===== src/hw/rtl/smp_pkg.sv =====
package smp_pkg;

    localparam int NUM_VERTICES_DEF = 64;
    localparam int NUM_MODES_DEF    = 32;

    localparam int REQ_TYPE_W = 3;
    localparam int ROW_W      = 8;
    localparam int COL_W      = 5;
    localparam int VAL_W      = 32;
    localparam int ANG_W      = 16;
    localparam int VTX_W      = 6;

    localparam int ACC_W        = 66;
    localparam int SAT_W        = 68;
    localparam int CORDIC_W     = 34;
    localparam int CORDIC_STEPS = 30;

    localparam logic signed [VAL_W-1:0]    ONE_Q16     = 32'sd65536;
    localparam logic signed [CORDIC_W-1:0] PI_Q30      = 34'sd3373259426;
    localparam logic signed [CORDIC_W-1:0] HALF_PI_Q30 = 34'sd1686629713;
    localparam logic signed [CORDIC_W-1:0] GAIN_Q30    = 34'sd652032874;

    typedef enum logic [REQ_TYPE_W-1:0] {
        REQ_MEAN    = 3'd0,
        REQ_BASIS   = 3'd1,
        REQ_WEIGHT  = 3'd2,
        REQ_POSE    = 3'd3,
        REQ_PROJECT = 3'd4
    } req_t;

    typedef enum logic [3:0] {
        ST_IDLE,
        ST_ROT_START,
        ST_ROT_WAIT,
        ST_COORD_RUN,
        ST_COORD_WB,
        ST_MUL,
        ST_ACC,
        ST_WB,
        ST_OUT
    } st_t;

    typedef enum logic [3:0] {
        U_T, U_R0, U_R1, U_R3A, U_R3B, U_R4A, U_R4B, U_R5,
        U_XA, U_XB, U_XC, U_XD, U_YA, U_YB, U_YC, U_YD
    } uop_t;

    typedef enum logic [3:0] {
        WB_NONE, WB_T, WB_R0, WB_R1, WB_R3, WB_R4, WB_R5, WB_U, WB_PX, WB_PY
    } wb_t;

    typedef struct packed {
        logic mul_en;
        logic acc_en;
        logic clr;
        logic neg;
        logic rnd_term;
    } mac_ctl_t;

    function automatic logic signed [CORDIC_W-1:0] atan_q30(input logic [4:0] i);
        logic signed [CORDIC_W-1:0] a;
        unique case (i)
            5'd0:  a = 34'sh03243F6A8;
            5'd1:  a = 34'sh01DAC6705;
            5'd2:  a = 34'sh00FADBAFC;
            5'd3:  a = 34'sh007F56EA6;
            5'd4:  a = 34'sh003FEAB76;
            5'd5:  a = 34'sh001FFD55B;
            5'd6:  a = 34'sh000FFFAAA;
            5'd7:  a = 34'sh0007FFF55;
            5'd8:  a = 34'sh0003FFFEA;
            5'd9:  a = 34'sh0001FFFFD;
            5'd10: a = 34'sh0000FFFFF;
            5'd11: a = 34'sh00007FFFF;
            5'd12: a = 34'sh00003FFFF;
            5'd13: a = 34'sh00001FFFF;
            5'd14: a = 34'sh00000FFFF;
            5'd15: a = 34'sh000007FFF;
            5'd16: a = 34'sh000003FFF;
            5'd17: a = 34'sh000001FFF;
            5'd18: a = 34'sh000000FFF;
            5'd19: a = 34'sh0000007FF;
            5'd20: a = 34'sh0000003FF;
            5'd21: a = 34'sh0000001FF;
            5'd22: a = 34'sh0000000FF;
            5'd23: a = 34'sh00000007F;
            5'd24: a = 34'sh00000003F;
            5'd25: a = 34'sh00000001F;
            5'd26: a = 34'sh00000000F;
            5'd27: a = 34'sh000000008;
            5'd28: a = 34'sh000000004;
            5'd29: a = 34'sh000000002;
            default: a = '0;
        endcase
        return a;
    endfunction

    // bit 32 flags a clip
    function automatic logic [32:0] sat32(input logic signed [SAT_W-1:0] v);
        logic [32:0] r;
        if (v > 68'sd2147483647)
        begin
            r = {1'b1, 32'h7FFFFFFF};
        end
        else if (v < -68'sd2147483648)
        begin
            r = {1'b1, 32'h80000000};
        end
        else
        begin
            r = {1'b0, v[31:0]};
        end
        return r;
    endfunction

endpackage


===== src/hw/rtl/smp_mac.sv =====
module smp_mac import smp_pkg::*; (
    input  logic                    clk,
    input  mac_ctl_t                ctl,
    input  logic signed [31:0]      a,
    input  logic signed [31:0]      b,
    input  logic signed [31:0]      init,
    output logic signed [ACC_W-1:0] acc
);

    logic signed [63:0]      prod_reg;
    logic signed [63:0]      prod_next;
    logic signed [ACC_W-1:0] acc_reg;
    logic signed [ACC_W-1:0] acc_next;
    logic signed [ACC_W-1:0] base;
    logic signed [ACC_W-1:0] p_ext;
    logic signed [ACC_W-1:0] term;

    assign prod_next = a * b;

    always_comb
    begin
        base  = ctl.clr ? ACC_W'(init) : acc_reg;
        p_ext = ACC_W'(prod_reg);
        if (ctl.rnd_term)
        begin
            term = (p_ext + 66'sd32768) >>> 16;
        end
        else
        begin
            term = ctl.neg ? -p_ext : p_ext;
        end
        acc_next = base + term;
    end

    always_ff @(posedge clk)
    begin
        if (ctl.mul_en)
        begin
            prod_reg <= prod_next;
        end
        if (ctl.acc_en)
        begin
            acc_reg <= acc_next;
        end
    end

    assign acc = acc_reg;

endmodule


===== config.mk =====
export PLATFORM = sky130hd
export DESIGN_NAME = smp_mac
export DESIGN_NICKNAME = d
export VERILOG_FILES = /design/src/hw/rtl/smp_pkg.sv /design/src/hw/rtl/smp_mac.sv
export SDC_FILE = /design/constraint.sdc
export NUM_CORES = 2
export LEC_CHECK = 0
export BUFFER_PORTS_ARGS = -buffer_cell sky130_fd_sc_hd__buf_2
export CORE_ASPECT_RATIO = 0.9
export CORE_MARGIN = 2
export CORE_UTILIZATION = 65
export CTS_CLUSTER_SIZE = 20
export DETAILED_ROUTE_END_ITERATION = 6
export PLACE_DENSITY = 0.83
export SETUP_SLACK_MARGIN = 0.05
export SLEW_MARGIN = 20
export SYNTH_ARGS = -nofsm -noshare
export SYNTH_HDL_FRONTEND = slang
export SYNTH_SLANG_ARGS = --single-unit

===== constraint.sdc =====
create_clock -name clk -period 10.8 [get_ports clk]
set_input_delay 1.08 -clock clk [delete_from_list [all_inputs] [get_ports clk]]
set_output_delay 1.08 -clock clk [all_outputs]
set_load 0.1 [all_outputs]

======== After elaboration in Yosys (flattened, before gate mapping) ========
Index checks and enable logic that the tools add are counted.
storage, ports and cells
  flip-flop bits (word level) ............. 130
  bits of input ports ..................... 102
operators by class
  add/subtract/negate cells ............... 3
  multipliers ............................. 1
  multiplexer cells ....................... 3
operators with widths
  cell                      count
  $mux W66                  3
  $add A66 B66 Y66          1
  $neg A64 Y66              1
  $add A64 B17 Y65 const B  1
  $mul A32 B32 Y64          1

======== Logic depth before layout (Yosys ltp) ========
  depth in word-level cells ............... 4
  gate-level depth with buffers ........... 30

======== Worst setup path after synthesis ========
No wires, ideal clock.
  path kind ............................... input to register
  start ................................... input port b[2]
  end ..................................... register prod_reg[61] (data pin)
  arrival ................................. 8.131 ns
  path slack .............................. 2.409 ns
  cell stages on the path ................. 28
  path buffers ............................ 2
  path through ............................ clkbuf_1 > nand2_1 > inv_1 > fa_1 > inv_1 > fa_1 > inv_1 > fa_1 > fa_1 > inv_1 > fa_1 > inv_1 > fa_1 > inv_1 > fa_1 > inv_1 > fa_1 > ha_1 > clkbuf_1 > a21oi_1 > o21ai_0 > a21oi_1 > nor2_1 > o21ai_0 > nand2b_1 > a221o_1 > a41oi_1 > xnor2_1
between the ends
  cells in the longest elaborated chain, start to end .. 1
ends and longest elaborated chain
  element               RTL line       text
  from (decl)           smp_mac.sv:5   input logic signed [31:0] b,
  $mul A32 B32 Y64      smp_mac.sv:18  assign prod_next = a * b;
  net prod_next[61]     smp_mac.sv:11  logic signed [63:0] prod_next;
  to (signal assigned)  smp_mac.sv:39  prod_reg <= prod_next;
  to (decl)             smp_mac.sv:10  logic signed [63:0] prod_reg;
The timed path passes the listed nets, and every way through them passes these cells.
A chain may end at the register's enable or synchronous reset.

======== Final worst setup path ========
  start ................................... input port a[31]
  end ..................................... register prod_reg[61] (data pin)
between the ends
  cells in the longest elaborated chain, start to end .. 1
ends and longest elaborated chain
  element            RTL line       text
  from (decl)        smp_mac.sv:4   input logic signed [31:0] a,
  $mul A32 B32 Y64   smp_mac.sv:18
  net prod_next[61]  smp_mac.sv:11
The timed path passes the listed nets, and every way through them passes these cells.

==> flow_metrics.tcl <==
set metrics [dict create \
    busiest_layer "met2" \
    die_area_mm2 0.0753 \
    hold_class "flop to flop" \
    hold_viol 0 \
    max_cap_viol_count 0 \
    fin_hold_ws_ps 702 \
    use_met2 0.551 \
    status "finished, final reports clean" \
    hold_path.startpoint "acc[0]" \
    initial_core_util 0.654 \
    yosys.cell_count.top_type "fa_1" \
    grt_start_max_net_pins 90 \
    wire_per_inst_um 20.1 \
    synth_cells 5199 \
    worstPathArrival_ps 9280 \
    io_buffers 167 \
    grt_pass1_vias 38576 \
    async_flop_share 0 \
    dpl.hpwl_um 98000 \
    synth_seq_area_share 0.0822 \
    synth.area.top_cells "fa_1, inv_1, edfxtp_1" \
    hold_buffers 0 \
    synth.net_count 6636 \
    drc_errors 0 \
    postCtsSetupRepairBufs 0 \
    root_buffer "clkbuf_16" \
    max_freq_mhz 110 \
    worstMarginPinSlew_ps 1000 \
    grtUsageMet3 0.0666 \
    crit_path_max_fanout 32 \
    grt_use_met1 0.473 \
    ys_ff_latch 130 \
    worstSetupPathType "input port to flop" \
    grt_first_pass_wirelength_um 202000 \
    vias 35897 \
    track_usage 0.342 \
    rsz0062_at_grt "no" \
    reg2reg_slack_ps 4070 \
    syn_avg_cell_area_um2 9.14 \
    core.rowCount 94 \
    path_clk_slew_ps 70 \
    place.gp.congestion 0.954 \
    min_to "acc[0]" \
    io_pins 168 \
    relSlewSlack 0.332 \
    drt-vias-per-instance 5.90 \
    r2r_cells 19 \
    drt_first_pass_iters 7 \
    r2r_end "acc[59]" \
    syn_to_final_growth_pct 3.47 \
    fin_crit_ps 9090 \
    yosys_warnings 0 \
    antenna_found_initial 4 \
    finClkSkew_ps 14.8 \
    yosysTopAreaCell "fa_1" \
    slew_viol_final 0 \
    largest_reg_flops 66 \
    synth_area_mm2 0.0475 \
    cts_max_level 4 \
    tns_ps 0 \
    period_share 0.842 \
    cts_tree "done" \
    die_x_um 289 \
    cts_resized 0 \
    finalSetupViolCount 0 \
    clk_latency_ps 440 \
    synth_flop_cell "edfxtp_1" \
    hold_path_depth 2 \
    cp-startpoint "a[31]" \
    crit_path_start_kind "input port" \
    cts.sink_count 130 \
    layout.nets 6547 \
    antenna_left 0 \
    numCtsBuffers 17 \
    drt-initial-drc-count 3107 \
    clk_path_buf_depth 2 \
    worstPathRequired_ps 10980 \
    overflow 0 \
    yosys.cell_types.count 74 \
    core_area_mm2 0.0727 \
    cp-end-kind "flop" \
    yosysTopAreaCellShare 0.456 \
    layout-drive-gt1-share 0.0537 \
    rr_startpoint "prod_reg[5]" \
    totalWireLength_um 122000 \
    synth-edff-count 130 \
    yosys-top-cells-count "fa_1, inv_1, nand2_1" \
    die_h_um 260 \
]
## logic make-up after synthesis
| kind of cell | synth area share |
|---|---|
| and+or+nand+nor | 0.160 |
| adders and majority gates | 0.523 |
| buffers and inverters | 0.106 |
| AOI/OAI and AO/OA | 0.0767 |
| xor gates and xnor gates | 0.0448 |
| DFF | 0.0822 |
| muxes | 0.00777 |
## worst max path at each step
stage / endpoint / cells after the start / slack (ps)
2_1_floorplan: prod_reg[61] / 28 / 2410
3_3_place_gp: prod_reg[61] / 27 / 1590
3_5_place_dp: prod_reg[61] / 27 / 1300
4_1_cts: prod_reg[61] / 27 / 1760
5_1_grt: prod_reg[61] / 27 / 1290
6_report: prod_reg[61] / 27 / 1710
## cells in the final DEF (no fill, tap or decap), types with 16 or more instances in the layout
cell type  count
fa_1        1083
inv_1       1047
nand2_1      654
and2_1       500
ha_1         252
a21oi_1      194
buf_2        167
xnor2_1      153
nor2_1       152
o21ai_0      150
edfxtp_1     130
xor2_1        90
a21o_1        74
nand3_1       52
mux2_2        31
nand4_1       26
and3_1        24
o31ai_1       24
o21bai_1      21
nor3_1        20
nand2b_1      20
a211oi_1      18
a31oi_1       18
clkbuf_16     17
o41ai_1       16
## layout make-up
type,instances,area [um^2]
repair buffers,178,918
clock inverters,15,196
inverters,1048,3930
clock buffers,17,425
well taps,960,1200
flip-flops and latches,130,3900
diodes,2,5.00
multi-input cells,3735,38600
fillers,5666,23500
## metal layers
metal	up-vias	routed length [um]
met1	18000	48300
met3	323	12800
li1	15624	-
met5	-	34
met4	4	4140
met2	1946	57100
## per-stage QoR
stage,cells,utilization,setup WS (ps),cell area [um^2]
after floorplan,5199,-,2410,47500
after global placement,6051,0.668,1590,48500
after detailed placement,6051,0.668,1300,48500
after CTS,6083,0.676,1760,49200
after global routing,6084,0.676,1290,49200
final,6085,0.676,1710,49200
## critical path, stage by stage
cell and delay [ps]:
buf_2 540, nand2_1 210, inv_1 160, fa_1 440
inv_1 130, fa_1 440, inv_1 130, fa_1 710
fa_1 980, inv_1 390, fa_1 590, inv_1 60
fa_1 540, inv_1 50, fa_1 470, inv_1 50
fa_1 450, ha_1 370, a21oi_1 210, o21ai_0 130
a21oi_1 160, nor2_1 50, o21ai_0 190, nand2b_1 80
a221o_1 350, a41oi_1 210, xnor2_1 90
Power is not shown: default switching activity piles up to over one toggle a cycle in this logic, so the estimate is an artifact.
