**src/hw/rtl/smp_pkg.sv**
```systemverilog
package smp_pkg;

    localparam int NUM_VERTICES_DEF = 64;
    localparam int NUM_MODES_DEF    = 32;

    localparam int REQ_TYPE_W = 3;
    localparam int ROW_W      = 8;
    localparam int COL_W      = 5;
    localparam int VAL_W      = 32;
    localparam int ANG_W      = 16;
    localparam int VTX_W      = 6;

    localparam int ACC_W        = 66;
    localparam int SAT_W        = 68;
    localparam int CORDIC_W     = 34;
    localparam int CORDIC_STEPS = 30;

    localparam logic signed [VAL_W-1:0]    ONE_Q16     = 32'sd65536;
    localparam logic signed [CORDIC_W-1:0] PI_Q30      = 34'sd3373259426;
    localparam logic signed [CORDIC_W-1:0] HALF_PI_Q30 = 34'sd1686629713;
    localparam logic signed [CORDIC_W-1:0] GAIN_Q30    = 34'sd652032874;

    typedef enum logic [REQ_TYPE_W-1:0] {
        REQ_MEAN    = 3'd0,
        REQ_BASIS   = 3'd1,
        REQ_WEIGHT  = 3'd2,
        REQ_POSE    = 3'd3,
        REQ_PROJECT = 3'd4
    } req_t;

    typedef enum logic [3:0] {
        ST_IDLE,
        ST_ROT_START,
        ST_ROT_WAIT,
        ST_COORD_RUN,
        ST_COORD_WB,
        ST_MUL,
        ST_ACC,
        ST_WB,
        ST_OUT
    } st_t;

    typedef enum logic [3:0] {
        U_T, U_R0, U_R1, U_R3A, U_R3B, U_R4A, U_R4B, U_R5,
        U_XA, U_XB, U_XC, U_XD, U_YA, U_YB, U_YC, U_YD
    } uop_t;

    typedef enum logic [3:0] {
        WB_NONE, WB_T, WB_R0, WB_R1, WB_R3, WB_R4, WB_R5, WB_U, WB_PX, WB_PY
    } wb_t;

    typedef struct packed {
        logic mul_en;
        logic acc_en;
        logic clr;
        logic neg;
        logic rnd_term;
    } mac_ctl_t;

    function automatic logic signed [CORDIC_W-1:0] atan_q30(input logic [4:0] i);
        logic signed [CORDIC_W-1:0] a;
        unique case (i)
            5'd0:  a = 34'sh03243F6A8;
            5'd1:  a = 34'sh01DAC6705;
            5'd2:  a = 34'sh00FADBAFC;
            5'd3:  a = 34'sh007F56EA6;
            5'd4:  a = 34'sh003FEAB76;
            5'd5:  a = 34'sh001FFD55B;
            5'd6:  a = 34'sh000FFFAAA;
            5'd7:  a = 34'sh0007FFF55;
            5'd8:  a = 34'sh0003FFFEA;
            5'd9:  a = 34'sh0001FFFFD;
            5'd10: a = 34'sh0000FFFFF;
            5'd11: a = 34'sh00007FFFF;
            5'd12: a = 34'sh00003FFFF;
            5'd13: a = 34'sh00001FFFF;
            5'd14: a = 34'sh00000FFFF;
            5'd15: a = 34'sh000007FFF;
            5'd16: a = 34'sh000003FFF;
            5'd17: a = 34'sh000001FFF;
            5'd18: a = 34'sh000000FFF;
            5'd19: a = 34'sh0000007FF;
            5'd20: a = 34'sh0000003FF;
            5'd21: a = 34'sh0000001FF;
            5'd22: a = 34'sh0000000FF;
            5'd23: a = 34'sh00000007F;
            5'd24: a = 34'sh00000003F;
            5'd25: a = 34'sh00000001F;
            5'd26: a = 34'sh00000000F;
            5'd27: a = 34'sh000000008;
            5'd28: a = 34'sh000000004;
            5'd29: a = 34'sh000000002;
            default: a = '0;
        endcase
        return a;
    endfunction

    // bit 32 flags a clip
    function automatic logic [32:0] sat32(input logic signed [SAT_W-1:0] v);
        logic [32:0] r;
        if (v > 68'sd2147483647)
        begin
            r = {1'b1, 32'h7FFFFFFF};
        end
        else if (v < -68'sd2147483648)
        begin
            r = {1'b1, 32'h80000000};
        end
        else
        begin
            r = {1'b0, v[31:0]};
        end
        return r;
    endfunction

endpackage

```
**src/hw/rtl/smp_cordic.sv**
```systemverilog
module smp_cordic import smp_pkg::*; (
    input  logic                    clk,
    input  logic                    rst_n,
    input  logic                    start,
    input  logic signed [ANG_W-1:0] angle,
    output logic                    busy,
    output logic                    done,
    output logic signed [31:0]      sin_val,
    output logic signed [31:0]      cos_val
);

    logic                       run_reg;
    logic                       done_reg;
    logic [4:0]                 i_reg;
    logic                       neg_reg;
    logic signed [CORDIC_W-1:0] x_reg;
    logic signed [CORDIC_W-1:0] y_reg;
    logic signed [CORDIC_W-1:0] z_reg;

    logic signed [CORDIC_W-1:0] z_raw;
    logic signed [CORDIC_W-1:0] z_start;
    logic                       neg_start;
    logic signed [CORDIC_W-1:0] dx;
    logic signed [CORDIC_W-1:0] dy;
    logic signed [CORDIC_W-1:0] x_fin;
    logic signed [CORDIC_W-1:0] y_fin;

    always_comb
    begin
        z_raw = CORDIC_W'(angle) <<< 17;
        // fold into the right half plane, flip the signs at the end
        if (z_raw > HALF_PI_Q30)
        begin
            z_start   = z_raw - PI_Q30;
            neg_start = 1'b1;
        end
        else if (z_raw < -HALF_PI_Q30)
        begin
            z_start   = z_raw + PI_Q30;
            neg_start = 1'b1;
        end
        else
        begin
            z_start   = z_raw;
            neg_start = 1'b0;
        end
    end

    assign dx = y_reg >>> i_reg;
    assign dy = x_reg >>> i_reg;

    always_ff @(posedge clk or negedge rst_n)
    begin
        if (!rst_n)
        begin
            run_reg  <= 1'b0;
            done_reg <= 1'b0;
            i_reg    <= '0;
        end
        else
        begin
            done_reg <= 1'b0;
            if (start)
            begin
                run_reg <= 1'b1;
                i_reg   <= '0;
            end
            else if (run_reg)
            begin
                if (i_reg == 5'(CORDIC_STEPS - 1))
                begin
                    run_reg  <= 1'b0;
                    done_reg <= 1'b1;
                end
                i_reg <= i_reg + 5'd1;
            end
        end
    end

    always_ff @(posedge clk)
    begin
        if (start)
        begin
            x_reg   <= GAIN_Q30;
            y_reg   <= '0;
            z_reg   <= z_start;
            neg_reg <= neg_start;
        end
        else if (run_reg)
        begin
            if (z_reg >= 0)
            begin
                x_reg <= x_reg - dx;
                y_reg <= y_reg + dy;
                z_reg <= z_reg - atan_q30(i_reg);
            end
            else
            begin
                x_reg <= x_reg + dx;
                y_reg <= y_reg - dy;
                z_reg <= z_reg + atan_q30(i_reg);
            end
        end
    end

    assign x_fin   = neg_reg ? -x_reg : x_reg;
    assign y_fin   = neg_reg ? -y_reg : y_reg;
    assign cos_val = x_fin[31:0];
    assign sin_val = y_fin[31:0];
    assign busy    = run_reg;
    assign done    = done_reg;

endmodule

```
**config.mk**
```make
export PLATFORM = sky130hd
export DESIGN_NAME = smp_cordic
export DESIGN_NICKNAME = d
export VERILOG_FILES = /design/src/hw/rtl/smp_pkg.sv /design/src/hw/rtl/smp_cordic.sv
export SDC_FILE = /design/constraint.sdc
export NUM_CORES = 1
export LEC_CHECK = 0
export BUFFER_PORTS_ARGS = -buffer_cell sky130_fd_sc_hd__buf_2
export CAP_MARGIN = 10
export CELL_PAD_IN_SITES_DETAIL_PLACEMENT = 0
export CELL_PAD_IN_SITES_GLOBAL_PLACEMENT = 1
export CORE_MARGIN = 8
export CORE_UTILIZATION = 49
export CTS_BUF_LIST = sky130_fd_sc_hd__clkbuf_4
export DETAILED_ROUTE_END_ITERATION = 6
export GPL_TIMING_DRIVEN = 1
export PLACE_DENSITY = 0.8
export SYNTH_ARGS = -nofsm -noshare
export SYNTH_HDL_FRONTEND = slang
export SYNTH_SLANG_ARGS = --single-unit
export TNS_END_PERCENT = 50
```
**constraint.sdc**
```tcl
create_clock -name clk -period 8.65 [get_ports clk]
set_clock_uncertainty 0.05 [all_clocks]
set_input_delay 2.1625 -clock clk [delete_from_list [all_inputs] [get_ports clk]]
set_output_delay 2.1625 -clock clk [all_outputs]
set_load 0.02 [all_outputs]
```
# Word-level counts from Yosys, hierarchy flattened
# Memory sizes are Yosys's and may differ from the RTL's.
# Cells that the tools add are included.
# totals
input_bits	19
output_inout_bits	66
romBits	1920
wordCells	51
n_memories	2
register_bits	110
# mem_list
memory	depth	word_bits	read_ports	rd_clocked_by_memory_dff	write_ports	line	text
(no name shown)	32	30	1	0	0	smp_pkg.sv:62	unique case (i)
(no name shown)	32	30	1	0	0	smp_pkg.sv:62	
# op_classes
addsub	11
n_lt_le_gt_ge	3
n_eq_ne	1
n_reduce_logical	1
muxes	24
shift	2
# op_table
cell	count
two-way mux 34 bit	13
adder 34 bit	3
subtractor 34 bit	3
>>> shifter 34 x 5 -> 34 bit	2
two-way mux 32 bit	2
negator 32 bit	2
adder 33 x 33 -> 34 bit, second input constant	1
greater-or-equal comparator 34 x 1 -> 1 bit, second input constant	1
subtractor 33 x 33 -> 34 bit, second input constant	1
> comparator 33 x 32 -> 1 bit, second input constant	1
less-than comparator 33 x 32 -> 1 bit, second input constant	1
two-way mux 5 bit	2
two-way mux 1 bit	7
adder 5 x 1 -> 5 bit, second input constant	1
equality test 5 bit, second input constant	1
nonzero test 2 bit	1

# Longest topological paths before layout
# logic_depth
word_depth	8
depth_mapped	30
ltp_nobuf	24

# Least setup slack after synthesis
# Ideal clock, no wire load.
# synth_timing
path_type	register to register
startpoint	register i_reg[0]
endpoint	register y_reg[33]
stages_incl_launch_ff	30
path_buffers	5
path_slack_ns	2.335
arrival_time_ns	6.151
setup_ns	0.115
synth_period_minus_slack_ns	6.315
required_ns	8.485
cell_sequence	dfrtp_1 > buf_6 > buf_6 > buf_6 > buf_2 > buf_2 > mux2_2 > a222oi_1 > o21ai_0 > nor3_1 > ha_1 > inv_1 > nor3_2 > nand4_1 > or3b_1 > nand3_1 > o21ai_0 > a21o_1 > ha_1 > o21a_1 > nor2_1 > and4b_1 > a211o_1 > a21oi_1 > a21oi_1 > nand4_1 > a31oi_1 > xnor2_1 > and3_1 > o21a_1
# synth_via
elab_chain_len	3
word_cells_on_any_way	4
cone_classes	add/sub: 2; shift: 1; mux: 1
# synth_rtl
item	line	text
from (decl)	smp_cordic.sv:14	logic [4:0] i_reg;
from (signal assigned)	smp_cordic.sv:75	i_reg <= i_reg + 5'd1;
>>> shifter 34 x 5 -> 34 bit *	smp_cordic.sv:50	assign dy = x_reg >>> i_reg;
subtractor 34 bit / adder 34 bit (equally long branches)	smp_cordic.sv:100, smp_cordic.sv:94	
two-way mux 34 bit *	smp_cordic.sv:91	if (z_reg >= 0)
to (signal assigned)	smp_cordic.sv:94	y_reg <= y_reg + dy;
to (signal assigned)	smp_cordic.sv:100	y_reg <= y_reg - dy;
to (decl)	smp_cordic.sv:17	logic signed [CORDIC_W-1:0] y_reg;
# Every way passes the cells marked *; elsewhere a longest branch is shown, timed or not.
# A chain may end at the register's enable or synchronous reset.

# Worst setup path in the final report
# Same ends and word-level chain as after synthesis.

==> flow_summary.json <==
{
  "p_per_area_nw_per_um2": 492,
  "avgViaCountPerCell": 6.55,
  "hpwl_um": 53200,
  "drtPass1Iterations": 7,
  "cts-root-buf": "clkbuf_4",
  "cp_top_family": "compound AO/OA/AOI/OAI gates",
  "crit_path_start_kind": "flop",
  "grt_max_degree": 64,
  "clk_latency_ps": 680,
  "start_util_pct": 49.4,
  "yosys.area.top_type": "mux4_2",
  "tightestPinTransition_ps": 990,
  "r2r_start": "i_reg[0]",
  "rows": 71,
  "dieHeight_um": 210,
  "clkTransAtPathRegs_ps": 220,
  "numCtsBuffers": 9,
  "clockBufferDepth": 2,
  "yosysWarnings": 0,
  "path_max_fanout": 56,
  "whs_endpoint": "x_reg[0]",
  "ys_top_cells_by_area": "mux4_2 8.7%, ha_1 8.1%, xnor2_1 7.9%",
  "vdd_drop_max_mv": 0.262,
  "setup_viol": 0,
  "fp.dieArea_um2": 44200,
  "hp-start": "x_reg[0]",
  "cp.required_ps": 9210,
  "io_buffers": 84,
  "syn_to_final_growth_pct": 3.58,
  "rsz0062_at_grt": "no",
  "antenna_found_initial": 2,
  "synth_nets": 2485,
  "worstSetupStartpoint": "i_reg[0]",
  "grt_overflow_total": 0,
  "nets": 2424,
  "synth_seq_cells": 110,
  "ys_top_cells_by_count": "241 x nand2_1, 189 x o21ai_0, 174 x nor2_1",
  "maxCapViolations": 0,
  "cts.repair.resized": 0,
  "drt_first_iter_violations": 1634,
  "wl_per_cell_um": 24.8,
  "whs_path_depth": 2,
  "drc": 4,
  "fmax_ghz": 0.138,
  "r2r_cells": 25,
  "syn_area_per_cell_um2": 7.88,
  "synth_top_flop_cell": "dfxtp_1",
  "r2r_end": "y_reg[33]",
  "clock-sinks": 110,
  "cp_num_buf_inv": 2,
  "drt_wl_total_um": 69500,
  "slowest_stage": "dfrtp_4",
  "violations": "design-rule violations",
  "synthArstFlopShare_pct": 6.36,
  "fp.dieW_um": 210,
  "crit_top_cell": "a21oi_1",
  "endpoint_kind": "flop",
  "slowest_delay_ps": 1000,
  "pin_count": 85,
  "grt_pass1_vias": 17300,
  "post_cts_buffers": 0,
  "gp_congestion": 1.02,
  "ant_nets": 0,
  "grt_pass1_wl_um": 106000,
  "drive_above_1_share_pct": 12.7,
  "hold_ws_ps": 508,
  "min_period_ps": 7240,
  "ys_seq_area_share_pct": 14.0,
  "ctsHoldBuffers": 0,
  "fin_crit_sh_pct": 83.7,
  "core_area_um2": 37400,
  "htree_num_levels": 3,
  "worstPathArrival_ps": 7800,
  "leakage_nw": 7.84,
  "grtUsageTotal_pct": 30.7,
  "reg2reg_slack_ps": 1410,
  "crit_type": "flop to flop",
  "cts_tree": "yes",
  "maxSlewViolCount": 0,
  "synth-edff-count": 35,
  "hold_class": "flop to flop",
  "syn-cell-area_um2": 18500,
  "vias": 18400,
  "yosysUniqueCellTypes": 95,
  "syn_inst": 2344,
  "slew_headroom_pct": 33.9,
  "fin_tns_setup_ps": 0,
  "hold_viol_final": 0,
  "yosysTopAreaCellShare_pct": 8.66,
  "synth_most_common_cell": "nand2_1",
  "status": "finished with violations"
}
## power breakdown
group	leakage, nW	switching, mW	total, mW	internal [mW]
logic	6.74	4.38	7.74	3.36
clock network	0.0752	0.220	0.287	0.0671
registers	1.03	0.572	1.39	0.819
total	7.84	5.18	9.42	4.25
## cell type report
type / count / area, µm²
multi-input combinational: 1992 / 14900
antenna: 4 / 10.0
inverter: 53 / 199
tap: 511 / 639
sequential: 110 / 2610
clock inverter: 6 / 51.3
timing repair buffer: 117 / 696
clock buffer: 10 / 75.1
fill: 3691 / 18300
## stage by stage
stage | std cells | worst slack (ps) | util, % | instance area, µm² | power (mW)
after floorplan | 2344 | 2330 | - | 18500 | 7.19
after global placement | 2782 | 1590 | 50.8 | 19000 | 8.94
after detailed placement | 2783 | 1470 | 50.8 | 19000 | 9.01
after CTS | 2799 | 1480 | 51.1 | 19100 | 9.34
after global routing | 2803 | 742 | 51.2 | 19100 | 10.3
final | 2803 | 1410 | 51.2 | 19100 | 9.42
## routing by layer
layer | up-vias | part of all wire, % | track usage (%)
met1 | 8913 | 42 | 39.1
li1 | 8577 | - | -
met4 | 0 | 5.1 | 14.7
met3 | 168 | 6.3 | 5.29
met2 | 713 | 46 | 49.9
met5 | - | 0 | 0
## cells in the final DEF (no fill, tap or decap), types with 18 or more instances in the layout
master,Yosys,final
nand2_1,241,241
o21ai_0,189,189
nor2_1,174,172
xnor2_1,166,166
a21oi_1,152,152
ha_1,119,119
mux2i_1,105,105
buf_2,29,83
xor2_1,77,77
mux4_2,71,71
dfxtp_1,68,68
a21o_1,60,60
inv_1,51,51
nand3_1,44,44
nand2b_1,41,41
edfxtp_1,35,35
buf_4,6,32
mux2_2,31,31
o31ai_1,32,31
nor3_1,28,28
nor2b_1,28,28
a31oi_1,27,27
a211oi_1,26,26
o22ai_1,24,24
o21a_1,22,22
nand4_1,20,20
and2_1,20,20
o211ai_1,18,18
## worst max path at each step
stage	to	slack, ps	depth (start not counted)
CTS	y_reg[33]	1480	25
detailed placement	y_reg[33]	1470	25
finish	y_reg[33]	1410	25
global route	y_reg[33]	740	25
global placement	y_reg[33]	1590	25
floorplan	y_reg[33]	2330	29
## cells by family after synthesis
group | Yosys count | synth area share, %
AO/OA/AOI/OAI | 706 | 25.1
adder cells (fa/ha/maj) | 122 | 8.39
multiplexers | 211 | 16.7
AND/OR/NAND/NOR | 709 | 18.6
XOR/XNOR | 244 | 11.6
flip-flops | 110 | 14.0
buffers and inverters | 242 | 5.61
## worst min-delay path, delay by kind of cell, from the launching register on
family,cells,cell delay (ps)
simple gates,1,100
flops,1,380
compound gates,1,50
No activity file was read; power rests on OpenSTA's default activity.
